**src/rtl/upd_pkg.sv**
```systemverilog
package upd_pkg;

    // One transaction on the input channel.
    typedef struct packed {
        logic [7:0] in_byte;
        logic       in_last;
    } t_in;

    // One transaction on the output channel.
    typedef struct packed {
        logic [7:0] out_byte;
        logic       out_last;
    } t_out;

    // Decoded bytes produced by one input byte, in order bytes[0], bytes[1], bytes[2].
    typedef struct packed {
        logic [1:0]      cnt;
        logic [2:0][7:0] bytes;
        logic            last;
    } t_pkt;

    // Status of the packet queue as seen by its neighbors.
    typedef struct packed {
        logic full;
        logic valid;
    } t_q_stat;

    typedef enum logic [2:0] {
        PH_IDLE = 3'b001,
        PH_PCT  = 3'b010,
        PH_DIG  = 3'b100
    } t_phase;

    localparam logic [7:0] C_PCT   = 8'h25;
    localparam logic [7:0] C_PLUS  = 8'h2B;
    localparam logic [7:0] C_SPACE = 8'h20;

    // Returns {is_digit, value} for an uppercase hex digit.
    function automatic logic [4:0] hex_upper(input logic [7:0] c);
        logic [4:0] r;
        r = '0;
        if (c >= 8'h30 && c <= 8'h39) begin
            r = {1'b1, 4'(c - 8'h30)};
        end else if (c >= 8'h41 && c <= 8'h46) begin
            r = {1'b1, 4'(c - 8'h37)};
        end
        return r;
    endfunction

    // First digits that may begin a decodable escape.
    function automatic logic can_start(input logic [7:0] c);
        return (c == 8'h32) || (c == 8'h33) || (c == 8'h34) ||
               (c == 8'h35) || (c == 8'h37);
    endfunction

    // Escape codes that are replaced by their byte value.
    function automatic logic listed(input logic [7:0] v);
        return (v == 8'h20) ||
               (v >= 8'h22 && v <= 8'h29) ||
               (v == 8'h2B) || (v == 8'h2C) || (v == 8'h2F) ||
               (v >= 8'h3A && v <= 8'h3E) ||
               (v == 8'h40) ||
               (v == 8'h5B) || (v == 8'h5D) || (v == 8'h5E) ||
               (v >= 8'h7B && v <= 8'h7D);
    endfunction

endpackage

```
**src/rtl/upd_front.sv**
```systemverilog
module upd_front (
    input  logic          i_clk,
    input  logic          i_rst_n,
    input  logic          i_valid,
    input  upd_pkg::t_in  i_in,
    input  logic          i_q_full,
    output logic          o_stall,
    output logic          o_push,
    output upd_pkg::t_pkt o_pkt,
    output logic          o_pending
);
    import upd_pkg::*;

    t_phase     r_phase;
    t_phase     n_phase;
    logic [7:0] r_held;
    logic [7:0] n_held;

    logic            accept;
    logic [1:0]      cnt;
    logic [2:0][7:0] bytes;
    logic            run_idle;
    logic [4:0]      hi;
    logic [4:0]      lo;
    logic [7:0]      code;
    logic [7:0]      b;

    assign b      = i_in.in_byte;
    assign hi     = hex_upper(r_held);
    assign lo     = hex_upper(b);
    assign code   = {hi[3:0], lo[3:0]};
    assign accept = i_valid && !i_q_full;

    always_comb begin
        n_phase  = r_phase;
        n_held   = r_held;
        cnt      = '0;
        bytes    = '0;
        run_idle = 1'b0;

        unique case (r_phase)
            PH_PCT: begin
                if (can_start(b)) begin
                    n_held  = b;
                    n_phase = PH_DIG;
                end else begin
                    bytes[0] = C_PCT;
                    cnt      = 2'd1;
                    run_idle = 1'b1;
                end
            end
            PH_DIG: begin
                if (hi[4] && lo[4] && listed(code)) begin
                    bytes[0] = code;
                    cnt      = 2'd1;
                    n_phase  = PH_IDLE;
                end else begin
                    bytes[0] = C_PCT;
                    bytes[1] = r_held;
                    cnt      = 2'd2;
                    run_idle = 1'b1;
                end
            end
            default: begin
                run_idle = 1'b1;
            end
        endcase

        if (run_idle) begin
            if (b == C_PCT) begin
                n_phase = PH_PCT;
            end else begin
                bytes[cnt] = (b == C_PLUS) ? C_SPACE : b;
                cnt        = cnt + 2'd1;
                n_phase    = PH_IDLE;
            end
        end

        // End of string: flush whatever escape is still open.
        if (i_in.in_last) begin
            if (n_phase == PH_PCT) begin
                bytes[cnt] = C_PCT;
                cnt        = cnt + 2'd1;
            end else if (n_phase == PH_DIG) begin
                bytes[cnt]        = C_PCT;
                bytes[cnt + 2'd1] = n_held;
                cnt               = cnt + 2'd2;
            end
            n_phase = PH_IDLE;
        end
    end

    always_ff @(posedge i_clk) begin
        if (!i_rst_n) begin
            r_phase <= PH_IDLE;
            r_held  <= '0;
        end else if (accept) begin
            r_phase <= n_phase;
            r_held  <= n_held;
        end
    end

    assign o_stall    = i_q_full;
    assign o_push     = accept && (cnt != 2'd0);
    assign o_pkt.cnt   = cnt;
    assign o_pkt.bytes = bytes;
    assign o_pkt.last  = i_in.in_last;
    assign o_pending  = (r_phase != PH_IDLE);

endmodule

```
**src/rtl/upd_queue.sv**
```systemverilog
module upd_queue #(
    parameter int DEPTH = 4
) (
    input  logic             i_clk,
    input  logic             i_rst_n,
    input  logic             i_push,
    input  upd_pkg::t_pkt    i_pkt,
    input  logic             i_pop,
    output upd_pkg::t_pkt    o_head,
    output upd_pkg::t_q_stat o_stat
);
    import upd_pkg::*;

    localparam int PW = (DEPTH > 1) ? $clog2(DEPTH) : 1;
    localparam int CW = $clog2(DEPTH + 1);

    t_pkt          mem [DEPTH];
    logic [PW-1:0] r_wr;
    logic [PW-1:0] r_rd;
    logic [CW-1:0] r_count;
    logic [PW-1:0] n_wr;
    logic [PW-1:0] n_rd;

    assign n_wr = (r_wr == PW'(DEPTH - 1)) ? '0 : r_wr + 1'b1;
    assign n_rd = (r_rd == PW'(DEPTH - 1)) ? '0 : r_rd + 1'b1;

    always_ff @(posedge i_clk) begin
        if (i_push) begin
            mem[r_wr] <= i_pkt;
        end
    end

    always_ff @(posedge i_clk) begin
        if (!i_rst_n) begin
            r_wr    <= '0;
            r_rd    <= '0;
            r_count <= '0;
        end else begin
            if (i_push) begin
                r_wr <= n_wr;
            end
            if (i_pop) begin
                r_rd <= n_rd;
            end
            if (i_push && !i_pop) begin
                r_count <= r_count + 1'b1;
            end else if (i_pop && !i_push) begin
                r_count <= r_count - 1'b1;
            end
        end
    end

    assign o_head       = mem[r_rd];
    assign o_stat.full  = (r_count == CW'(DEPTH));
    assign o_stat.valid = (r_count != '0);

endmodule

```
**src/rtl/upd_back.sv**
```systemverilog
module upd_back (
    input  logic             i_clk,
    input  logic             i_rst_n,
    input  upd_pkg::t_q_stat i_q_stat,
    input  upd_pkg::t_pkt    i_q_head,
    input  logic             i_out_stall,
    output logic             o_pop,
    output logic             o_out_valid,
    output upd_pkg::t_out    o_out_data
);
    import upd_pkg::*;

    logic       r_busy;
    t_pkt       r_pkt;
    logic [1:0] r_idx;
    logic       r_out_valid;
    t_out       r_out_data;

    logic       out_ready;
    logic       take;
    logic       is_end;
    logic       done;
    logic [7:0] cur_byte;

    assign out_ready = !r_out_valid || !i_out_stall;
    assign take      = r_busy && out_ready;
    assign is_end    = (r_idx == r_pkt.cnt - 2'd1);
    assign done      = take && is_end;
    assign o_pop     = i_q_stat.valid && (!r_busy || done);

    always_comb begin
        unique case (r_idx)
            2'd0:    cur_byte = r_pkt.bytes[0];
            2'd1:    cur_byte = r_pkt.bytes[1];
            default: cur_byte = r_pkt.bytes[2];
        endcase
    end

    always_ff @(posedge i_clk) begin
        if (!i_rst_n) begin
            r_busy      <= 1'b0;
            r_idx       <= '0;
            r_out_valid <= 1'b0;
        end else begin
            if (out_ready) begin
                r_out_valid <= take;
            end
            if (o_pop) begin
                r_busy <= 1'b1;
                r_idx  <= '0;
            end else if (done) begin
                r_busy <= 1'b0;
            end else if (take) begin
                r_idx <= r_idx + 2'd1;
            end
        end
    end

    always_ff @(posedge i_clk) begin
        if (o_pop) begin
            r_pkt <= i_q_head;
        end
        if (take) begin
            r_out_data.out_byte <= cur_byte;
            r_out_data.out_last <= r_pkt.last && is_end;
        end
    end

    assign o_out_valid = r_out_valid;
    assign o_out_data  = r_out_data;

endmodule

```
**src/rtl/url_percent_decoder.sv**
```systemverilog
// Path: the first decoded byte of an input transaction passes through the packet queue,
//   the serializer's packet register and the registered output stage.
// Throughput: one output byte per cycle unless the output stalls; the serializer
//   emits the bytes of one packet in turn, so the input stalls only when the queue fills.
// Reset: synchronous, active low; clears the escape state, the queue and the output.
module url_percent_decoder #(
    parameter int QUEUE_DEPTH = 4
) (
    input  logic          i_clk,
    input  logic          i_rst_n,
    input  logic          i_in_valid,
    input  upd_pkg::t_in  i_in_data,
    output logic          o_in_stall,
    output logic          o_out_valid,
    output upd_pkg::t_out o_out_data,
    input  logic          i_out_stall
);
    import upd_pkg::*;

    // The front end tracks the escape state (idle, after a percent sign, after a
    // percent sign and a first digit) and turns every accepted input transaction into a
    // packet of zero to three decoded bytes. Empty packets are dropped at the source.
    // The queue decouples the front end from the serializer, which emits one byte per
    // cycle while the output is not stalled, through a registered output stage.

    logic    w_push;
    t_pkt    w_pkt;
    logic    w_pop;
    t_pkt    w_head;
    t_q_stat w_q_stat;
    logic    w_pending;

    upd_front u_front (
        .i_clk     (i_clk),
        .i_rst_n   (i_rst_n),
        .i_valid   (i_in_valid),
        .i_in      (i_in_data),
        .i_q_full  (w_q_stat.full),
        .o_stall   (o_in_stall),
        .o_push    (w_push),
        .o_pkt     (w_pkt),
        .o_pending (w_pending)
    );

    upd_queue #(
        .DEPTH (QUEUE_DEPTH)
    ) u_queue (
        .i_clk   (i_clk),
        .i_rst_n (i_rst_n),
        .i_push  (w_push),
        .i_pkt   (w_pkt),
        .i_pop   (w_pop),
        .o_head  (w_head),
        .o_stat  (w_q_stat)
    );

    upd_back u_back (
        .i_clk       (i_clk),
        .i_rst_n     (i_rst_n),
        .i_q_stat    (w_q_stat),
        .i_q_head    (w_head),
        .i_out_stall (i_out_stall),
        .o_pop       (w_pop),
        .o_out_valid (o_out_valid),
        .o_out_data  (o_out_data)
    );

`ifndef ASSERT_OFF
    // A packet must never be written into a full queue.
    a_no_overflow: assert property (@(posedge i_clk) disable iff (!i_rst_n)
        w_push |-> !w_q_stat.full)
        else $error("packet pushed into a full queue");

    // The serializer only takes a packet that is really there.
    a_no_underflow: assert property (@(posedge i_clk) disable iff (!i_rst_n)
        w_pop |-> w_q_stat.valid)
        else $error("packet popped from an empty queue");

    // Every packet handed to the serializer carries at least one byte.
    a_pkt_nonempty: assert property (@(posedge i_clk) disable iff (!i_rst_n)
        w_pop |-> (w_head.cnt != 2'd0))
        else $error("empty packet reached the serializer");

    // The end of a string always closes any open escape.
    a_last_flushes: assert property (@(posedge i_clk) disable iff (!i_rst_n)
        (i_in_valid && !o_in_stall && i_in_data.in_last) |=> !w_pending)
        else $error("escape still pending after the last byte of a string");
`endif

endmodule

```
**config.mk**
```make
export PLATFORM = sky130hd
export DESIGN_NAME = url_percent_decoder
export DESIGN_NICKNAME = d
export VERILOG_FILES = /design/src/rtl/upd_pkg.sv /design/src/rtl/upd_front.sv /design/src/rtl/upd_queue.sv /design/src/rtl/upd_back.sv /design/src/rtl/url_percent_decoder.sv
export SDC_FILE = /design/constraint.sdc
export NUM_CORES = 1
export LEC_CHECK = 0
export BUFFER_PORTS_ARGS = -buffer_cell sky130_fd_sc_hd__buf_4
export CAP_MARGIN = 20
export CELL_PAD_IN_SITES_DETAIL_PLACEMENT = 0
export CELL_PAD_IN_SITES_GLOBAL_PLACEMENT = 1
export CORE_UTILIZATION = 45
export DETAILED_ROUTE_END_ITERATION = 16
export PLACE_DENSITY_LB_ADDON = 0.2
export REMOVE_ABC_BUFFERS = 1
export SYNTH_ARGS = -nofsm -noshare
export SYNTH_HDL_FRONTEND = slang
export SYNTH_SLANG_ARGS = --single-unit
```
**constraint.sdc**
```tcl
create_clock -name i_clk -period 5.5 [get_ports i_clk]
set_input_delay 0 -clock i_clk [delete_from_list [all_inputs] [get_ports i_clk]]
set_output_delay 0 -clock i_clk [all_outputs]
set_load 0.01 [all_outputs]
```
==> results_dict.tcl, run 1 <==
set metrics [dict create \
    fin_util_pct 53.0 \
    cpPeakStageDelay_ns 0.53 \
    start_util_pct 46.2 \
    min_to "u_front.r_held[0]" \
    ctsRootBufferMaster "clkbuf_16" \
    endpoint_kind "flop" \
    dr_total_vias 4700 \
    areaGrowthSynthToFinish_pct 14.8 \
    rows 47 \
    dr.pass1.iters 5 \
    cp_top_family "compound AO/OA/AOI/OAI gates" \
    clk_latency_ns 0.42 \
    final_cell_mix "144 x edfxtp_1, 52 x nand2_1, 33 x buf_4, 30 x nor2_1, 27 x mux4_2" \
    avgSynthCellArea_um2 13.9 \
    finalSetupViolCount 0 \
    io_pins 24 \
    n_antenna_cell 0 \
    reg2regPathDepth 22 \
    period_share_pct 93.4 \
    grt_pass1_wl_mm 25.6 \
    cp.buffers_inverters 7 \
    postSynth.asyncResetShare_pct 0 \
    worst_pin_slew_ns 1.03 \
    final_area_um2 8820 \
    min_path_cells 4 \
    dp_hpwl_mm 10.6 \
    fin_nets 621 \
    antenna_found_initial 0 \
    layout_commonest_cell "edfxtp_1" \
    layout-drive-gt1-share_pct 20.2 \
    power.density_nw_per_um2 419 \
    grt-ovfl-total 0 \
    die_w_um 133 \
    grt_max_degree 31 \
    tns_ns 0 \
    regToRegSetupSlack_ns 0.41 \
    h-tree-depth 4 \
    fin_crit_ns 5.14 \
    r2r_end "u_queue.r_count[2]" \
    r2r-start "u_front.r_held[0]" \
    start_kind "primary input" \
    max_freq_mhz 195 \
    cp.depth 25 \
    first_global_vias 4665 \
    cp_slowest_cell "dlygate4sd3_1" \
    viasPerCell 5.75 \
    syn_inst 552 \
    syn_area_um2 7690 \
    grt_setup_unrepaired "false" \
    synth-seq-cells 166 \
    yosys_warnings 0 \
    clk_pin_slew_ns 0.06 \
    die_area_um2 17600 \
    cts_buffers 17 \
    route.detailed.drc 0 \
    criticalPathCategory "primary input to flop" \
    crit_path_max_fanout 10 \
    fin_worst_skew_ns 0.00837 \
    vdd_ir_drop_max_mv 0.236 \
    finalHoldViolCount 0 \
    grtUsageTotal_pct 19.6 \
    die_h_um 133 \
    report.final.slew_viol_count 0 \
    post_drt_wl_per_cell_um 19.5 \
    synthDistinctLibCells 69 \
    clockBufferDepth 2 \
    synth-edff-count 144 \
    p_total_mw 3.69 \
    hold_start "i_in_valid" \
    ant_nets 0 \
    ys_seq_area_share_pct 62.0 \
    p_leak_nw 3.01 \
    cts.sinks 166 \
    status "finished, final reports clean" \
    required_ns 5.85 \
    maxSlewHeadroom_pct 31.1 \
    place_congestion 0.922 \
    drt_wl_total_mm 15.9 \
    arrival_ns 5.48 \
    first_iter_violations 579 \
    cts_tree "done" \
    synth_ff_type "edfxtp_1" \
    core_um2 16600 \
    hold_class "primary input to flop" \
    portBuffers 23 \
    post_dp_cell_area_um2 8080 \
    cap_viol_max_count 0 \
]
==> through the flow <==
stage	worst slack (ns)	hold slack, ns	cells
4_1_cts	0.0598	0.0343	815
5_1_grt	0.00965	0.0557	818
3_3_place_gp	0.366	0.313	776
6_report	0.363	0.0481	818
2_1_floorplan	0.293	0.0762	525
3_5_place_dp	0.156	0.327	776
==> state kept, by name, indices dropped and copies added, names as in the netlist <==
signal              cells
u_front.r_phase         3
u_queue.r_rd            2
u_queue.mem           108
u_back.r_idx            2
u_queue.r_count         3
u_back.r_pkt           27
u_queue.r_wr            2
u_back.r_busy           1
u_back.o_out_valid      1
u_back.o_out_data       9
u_front.r_held          8
==> worst reg2reg max path, cell delays in order, from the launching register on <==
cell	delay [ns]
dfxtp_1	0.38
inv_1	0.23
ha_1	0.25
o21bai_1	0.10
a21oi_2	0.22
mux2_2	0.39
or3_1	0.31
a211oi_1	0.27
nor4_2	0.09
o21ai_2	0.32
o21ai_1	0.16
inv_1	0.13
ha_1	0.23
and3_1	0.20
a211oi_2	0.29
a21oi_4	0.10
inv_1	0.08
ha_1	0.18
inv_1	0.06
fa_1	0.37
xor2_1	0.18
or3_1	0.31
a21boi_0	0.16
==> power by group <==
group / leakage (nW) / switching (mW) / internal, mW / total, mW
clock: 0.283 / 0.474 / 0.717 / 1.19
sequential: 1.52 / 0.0845 / 1.68 / 1.76
combinational: 1.20 / 0.413 / 0.325 / 0.738
total: 3.01 / 0.971 / 2.72 / 3.69
==> routing by layer <==
| layer | share of wire [%] | vias up | global-route usage, % |
|---|---|---|---|
| met2 | 50 | 119 | 32.9 |
| met4 | 1.7 | 0 | 7.73 |
| met3 | 3.7 | 18 | 3.95 |
| li1 | - | 2208 | - |
| met1 | 45 | 2355 | 25.1 |
| met5 | 0 | - | 0 |
==> synth_stat cells (9+ instances only) <==
library cell,number,area (um2)
clkbuf_1,21,78.8
dfxtp_1,22,440
nand2_1,52,195
nand3_1,11,55.1
inv_1,15,56.3
ha_1,22,275
nor2b_1,12,75.1
edfxtp_1,144,4320
and3_1,9,56.3
a21oi_1,23,115
nor2_1,30,113
a22oi_1,13,97.6
mux4_2,27,608
nor3_1,12,60.1
o21ai_0,15,75.1
==> cell families after synthesis <==
kind of cell,Yosys count,share of synthesized area [%]
flip-flops,166,62.0
multiplexers,39,9.60
XOR/XNOR,6,0.684
AO/OA/AOI/OAI,107,9.95
AND/OR/NAND/NOR,169,11.6
adder cells (fa/ha/maj),23,3.84
buffers and inverters,42,2.31
==> cell type report <==
type / instances / area [um2]
Sequential cell: 166 / 4770
Inverter: 15 / 60.1
Fill cell: 1386 / 7820
Tap cell: 220 / 275
Multi-Input combinational cell: 344 / 2780
Clock buffer: 18 / 429
Timing Repair Buffer: 41 / 338
Clock inverter: 14 / 173
==> what timing repair did <==
action,4_1_cts,5_1_grt
buffers inserted,0,2
resized for setup,0,8
hold endpoints to repair,26,0
hold buffers,7,0
setup endpoints to repair,0,2
==> worst max-delay path by stage <==
stage	end	slack (ns)	start
6_report	u_queue.r_count[2]	0.36	i_in_data[1]
5_1_grt	u_queue.r_count[2]	0.01	u_front.r_held[1]
4_1_cts	u_queue.r_count[2]	0.06	i_in_data[1]
2_1_floorplan	u_queue.mem[0][0]	0.29	i_in_data[1]
3_3_place_gp	u_queue.r_count[2]	0.37	u_front.r_held[0]
3_5_place_dp	u_queue.r_count[2]	0.16	u_front.r_held[0]
Power figures use the tool's default switching activity.
==> run 2, diff against run 1 <==
CAP_MARGIN = unset   (was 20)
REMOVE_ABC_BUFFERS = unset   (was 1)
==> run 2 against run 1 <==
Critical path depth shrank 1. Non-clock buffer count decreased by 5. Sequential power rose by 4%. Via count grew 0.64%. Clock skew hardly changed. Combinational power is 12% lower. Cell count fell by 0.61%. Flip-flop and latch count did not move. Critical path type unchanged. Clock-buffer cell count is 1 lower. First-iteration DRC count is 39% lower.
==> results_dict.tcl, run 2 (same netlist as run 1, synthesis figures left out) <==
set metrics [dict create \
    rows 47 \
    period_share_pct 93.6 \
    hold_class "primary input to flop" \
    start_kind "primary input" \
    tns_ns 0 \
    fin_util_pct 52.5 \
    worst_pin_slew_ns 1.10 \
    n_antenna_cell 0 \
    cap_viol_max_count 0 \
    finalSetupViolCount 0 \
    clockBufferDepth 2 \
    fin_crit_ns 5.15 \
    regMostFlops "u_queue.mem" \
    dr.pass1.iters 5 \
    path_cells "dlygate4sd3_1 -> buf_4 -> inv_1 -> ha_1 -> or3b_1 -> o2111a_2 -> mux2_4 -> a2111oi_4 -> nor4_1 -> or4_4 -> o21ai_2 -> o21ai_1 -> inv_1 -> ha_1 -> and3_1 -> a211oi_2 -> a21oi_4 -> inv_1 -> ha_1 -> inv_1 -> fa_1 -> xor2_1 -> or3_1 -> a21boi_0" \
    areaGrowthSynthToFinish_pct 13.7 \
    clk_pin_slew_ns 0.06 \
    internal_power_mw 2.62 \
    grtUsageTotal_pct 20.0 \
    grt_pass1_wl_mm 26.4 \
    grt-ovfl-total 0 \
    core_um2 16600 \
    die_area_um2 17600 \
    layout-drive-gt1-share_pct 20.6 \
    largest_reg_flops 108 \
    cpPeakStageDelay_ns 0.53 \
    finalHoldViolCount 0 \
    max_freq_mhz 194 \
    criticalPathCategory "primary input to flop" \
    cts.sinks 166 \
    combPwrFrac_pct 18.1 \
    fin_nets 616 \
    reg2regPathDepth 22 \
    cts_buffers 17 \
    status "finished, final reports clean" \
    first_global_vias 4703 \
    syn_nets 588 \
    portBuffers 23 \
    crit_path_max_fanout 10 \
    start_util_pct 46.2 \
    ctsRootBufferMaster "clkbuf_16" \
    dp_cells 774 \
    maxSlewHeadroom_pct 26.4 \
    vdd_ir_drop_max_mv 0.211 \
    first_iter_violations 351 \
    dp_hpwl_mm 11.2 \
    route.detailed.drc 0 \
    die_h_um 133 \
    required_ns 5.85 \
    grt_max_degree 31 \
    dr_total_vias 4730 \
    endpoint_kind "flop" \
    cts_tree "done" \
    report.final.slew_viol_count 0 \
    ant_nets 0 \
    post_drt_wl_per_cell_um 20.3 \
    instances_no_fill 813 \
    layout_commonest_cell "edfxtp_1" \
    viasPerCell 5.82 \
    p_clk_share_pct 31.2 \
    post-cts-setup-buffer-count 0 \
    final_cell_mix "144 x edfxtp_1, 52 x nand2_1, 30 x nor2_1, 29 x buf_4, 27 x mux4_2" \
    swShare_pct 27.3 \
    drt_wl_total_mm 16.5 \
    io_pins 24 \
    multi_input_area_um2 2780 \
    p_total_mw 3.61 \
    area.sequential_um2 4770 \
    min_path_cells 3 \
    seqPwrFrac_pct 50.7 \
    arrival_ns 5.49 \
    antenna_found_initial 0 \
    place_congestion 0.884 \
    grt_setup_unrepaired "false" \
    h-tree-depth 4 \
    p_leak_nw 2.97 \
    power.density_nw_per_um2 413 \
    fin_worst_skew_ns 0.00815 \
    clk_latency_ns 0.42 \
    cp_slowest_cell "dlygate4sd3_1" \
    p_switching_mw 0.985 \
    n_fill_cell 1395 \
    die_w_um 133 \
    cp_common_cell "inv_1" \
]
run 2: changes by cell type in the layout (fill, tap and decap cells not counted), moves of 2 or more:
cell and delta:
buf_4 -4, clkinv_4 +3, bufinv_16 -2, clkinv_1 -2, clkinv_2 +2, dfxtp_1 -2, dfxtp_2 +2
run 2: metrics by stage:
| step | setup WS, ns | instance area (um2) | hold WS (ns) |
|---|---|---|---|
| after floorplan | 0.342 | 7690 | 0.0989 |
| after global placement | 0.359 | 8070 | 0.321 |
| after detailed placement | 0.0962 | 8070 | 0.329 |
| after CTS | 0.00770 | 8710 | 0.0112 |
| after global routing | 0.00188 | 8740 | 0.0659 |
| final | 0.351 | 8740 | 0.0539 |
run 2: layout make-up:
| class | instances | share of cell area (%) |
|---|---|---|
| inverter | 15 | 0.687 |
| tap | 220 | 3.15 |
| timing repair buffer | 36 | 3.29 |
| sequential | 166 | 54.6 |
| multi-input combinational | 344 | 31.8 |
| clock inverter | 15 | 1.63 |
| clock buffer | 17 | 4.87 |
run 2: power by group through the flow:
stage	Sequential (mW)	Clock, mW	Combinational, mW
2_1_floorplan	1.77	0	0.504
3_3_place_gp	1.85	0	0.644
3_5_place_dp	1.87	0	0.657
4_1_cts	1.84	1.15	0.664
5_1_grt	1.86	1.20	0.725
6_report	1.83	1.13	0.653
run 2: what timing repair did:
action                                 in CTS  in global routing
setup endpoints to repair                   0                  2
hold buffers                                7                  0
resized for setup                           0                 10
endpoints found under the hold margin      26                  0
run 2: per-layer routing:
layer | vias up | wire (um) | GRT usage (%)
met5 | - | 0 | 0
met4 | 0 | 429 | 9.00
met3 | 28 | 891 | 4.06
met2 | 148 | 8090 | 32.7
met1 | 2359 | 7110 | 25.8
li1 | 2195 | - | -
run 2: path summary, 6_finish.rpt:
path                     start                  to  slack, ns
max               i_in_data[2]  u_queue.r_count[2]       0.35
max reg2reg  u_front.r_held[0]  u_queue.r_count[2]       0.48
min reg2reg      u_back.r_busy  u_back.o_out_valid       0.49
min               i_in_data[7]   u_queue.mem[0][7]       0.05
run 2: worst max-delay path, delay by kind of cell:
kind	cells	cell delay, ns
compound gates	7	1.33
simple gates	5	1.49
xor+xnor	1	0.18
buf+inv	6	1.14
fa+ha+maj	4	1.02
mux	1	0.33
==> run 3, diff against run 2 <==
BUFFER_PORTS_ARGS = -buffer_cell sky130_fd_sc_hd__buf_2   (was -buffer_cell sky130_fd_sc_hd__buf_4)
==> run 3 against run 2 <==
Register-to-register slack lost 0.09 ns. Final area is 0.19% higher. Sequential share of layout area shrank 0.13 points. Clock power rose by 4%. Clock skew up 0.0083 ns. Fmax is 1.3% lower. Cell count increased by 0.74%. Setup slack lost 0.066 ns. Total power is 1.3% higher. Largest cell class unchanged. Critical endpoint unchanged.
==> results_dict.tcl, run 3 (same netlist as run 1, synthesis figures left out) <==
set metrics [dict create \
    antenna_found_initial 0 \
    fin_nets 622 \
    combPwrFrac_pct 19.7 \
    die_h_um 133 \
    n_antenna_cell 0 \
    seqPwrFrac_pct 48.0 \
    required_ns 5.85 \
    ctsRootBufferMaster "clkbuf_16" \
    start_kind "primary input" \
    route.detailed.drc 0 \
    crit_path_max_fanout 10 \
    area.sequential_um2 4770 \
    cap_viol_max_count 0 \
    first_global_vias 4683 \
    dr_total_vias 4684 \
    largest_reg_flops 108 \
    cts_tree "done" \
    grt_pass1_wl_mm 25.7 \
    n_fill_cell 1374 \
    worst_pin_slew_ns 1.11 \
    p_total_mw 3.65 \
    maxSlewHeadroom_pct 25.6 \
    clk_pin_slew_ns 0.06 \
    portBuffers 23 \
    die_w_um 133 \
    endpoint_kind "flop" \
    internal_power_mw 2.66 \
    regMostFlops "u_queue.mem" \
    dr.pass1.iters 5 \
    layout_commonest_cell "edfxtp_1" \
    dp_hpwl_mm 10.9 \
    hold_class "primary input to flop" \
    ant_nets 0 \
    grt_max_degree 31 \
    finalSetupViolCount 0 \
    syn_nets 588 \
    criticalPathCategory "primary input to flop" \
    period_share_pct 94.8 \
    layout-drive-gt1-share_pct 21.0 \
    clockBufferDepth 2 \
    post_drt_wl_per_cell_um 20.0 \
    io_pins 24 \
    drt_wl_total_mm 16.4 \
    h-tree-depth 4 \
    fin_worst_skew_ns 0.0165 \
    vdd_ir_drop_max_mv 0.218 \
    viasPerCell 5.72 \
    p_clk_share_pct 32.4 \
    rows 47 \
    p_switching_mw 0.991 \
    power.density_nw_per_um2 417 \
    start_util_pct 46.2 \
    cts_buffers 17 \
    grt_setup_unrepaired "false" \
    tns_ns 0 \
    clk_latency_ns 0.43 \
    status "finished, final reports clean" \
    final_cell_mix "144 x edfxtp_1, 52 x nand2_1, 30 x nor2_1, 27 x mux4_2, 23 x buf_2" \
    swShare_pct 27.2 \
    grt-ovfl-total 0 \
    grtUsageTotal_pct 19.5 \
    first_iter_violations 361 \
    fin_util_pct 52.6 \
    finalHoldViolCount 0 \
    die_area_um2 17600 \
    core_um2 16600 \
    areaGrowthSynthToFinish_pct 13.9 \
    p_leak_nw 3.00 \
    arrival_ns 5.56 \
    report.final.slew_viol_count 0 \
    cts.sinks 166 \
    max_freq_mhz 192 \
    fin_crit_ns 5.22 \
    multi_input_area_um2 2780 \
    place_congestion 0.899 \
]
run 3: cell types whose count changed in the layout (fill, tap and decap cells not counted), sizes merged:
cell      previous run  this run
buf                 29        35
clkinv               7         5
inv                 19        21
bufinv               1         2
clkinvlp             3         2
run 3: power groups by stage:
stage / Clock, mW / Sequential [mW] / Combinational (mW)
after detailed placement: 0 / 1.78 / 0.722
after CTS: 1.20 / 1.76 / 0.729
after floorplan: 0 / 1.77 / 0.504
after global placement: 0 / 1.77 / 0.709
final: 1.18 / 1.75 / 0.718
after global routing: 1.25 / 1.78 / 0.797
run 3: critical path: stages:
cell           delay, ns
dlygate4sd3_1       0.52
buf_2               0.25
clkinvlp_4          0.20
ha_1                0.25
o21bai_1            0.25
a21oi_2             0.12
buf_4               0.19
mux2_4              0.32
a2111oi_4           0.20
nor4_1              0.09
or4_4               0.53
o21ai_2             0.15
o21ai_1             0.15
inv_1               0.13
ha_1                0.23
and3_1              0.20
a211oi_2            0.30
a21oi_4             0.10
inv_1               0.09
ha_1                0.17
inv_1               0.06
fa_1                0.37
xor2_1              0.17
or3_1               0.31
a21boi_0            0.19
run 3: metal layers:
layer  wire [um]  GRT usage [%]
met1        7190           25.3
met2        8240           33.2
met3         735           3.60
met4         204           6.58
met5           0              0
run 3: path summary, 6_finish.rpt:
path                            slack [ns]         startpoint              endpoint  cells after the start
worst max register to register        0.39  u_front.r_held[0]    u_queue.r_count[2]                     22
worst max-delay path                  0.28       i_in_data[1]    u_queue.r_count[2]                     25
worst min register to register        0.52   u_back.r_pkt[22]  u_back.o_out_data[6]                      2
worst min-delay path                  0.02       i_in_data[0]     u_queue.mem[0][0]                      1
run 3: cell type report:
cell class / count / share of cell area (%)
Sequential cell: 166 / 54.4
Multi-Input combinational cell: 344 / 31.8
Clock buffer: 17 / 4.86
Timing Repair Buffer: 42 / 3.14
Tap cell: 220 / 3.14
Clock inverter: 15 / 1.94
Inverter: 15 / 0.686
run 3: per-stage QoR:
| step | cell area (um2) | instances | hold WS [ns] | worst slack [ns] |
|---|---|---|---|---|
| floorplan | 7690 | 552 | 0.0989 | 0.342 |
| global route | 8760 | 819 | 0.0216 | 0.0139 |
| finish | 8760 | 819 | 0.0178 | 0.285 |
| CTS | 8700 | 816 | 0.00327 | 0.0558 |
| global placement | 8030 | 777 | 0.357 | 0.340 |
| detailed placement | 8030 | 777 | 0.351 | 0.132 |
run 3: timing repair:
| item | in CTS | in global routing |
|---|---|---|
| hold endpoints to repair | 6 | 0 |
| gates resized for setup | 0 | 9 |
| setup endpoints to repair | 0 | 2 |
| setup buffers | 0 | 3 |
| hold buffers | 7 | 0 |
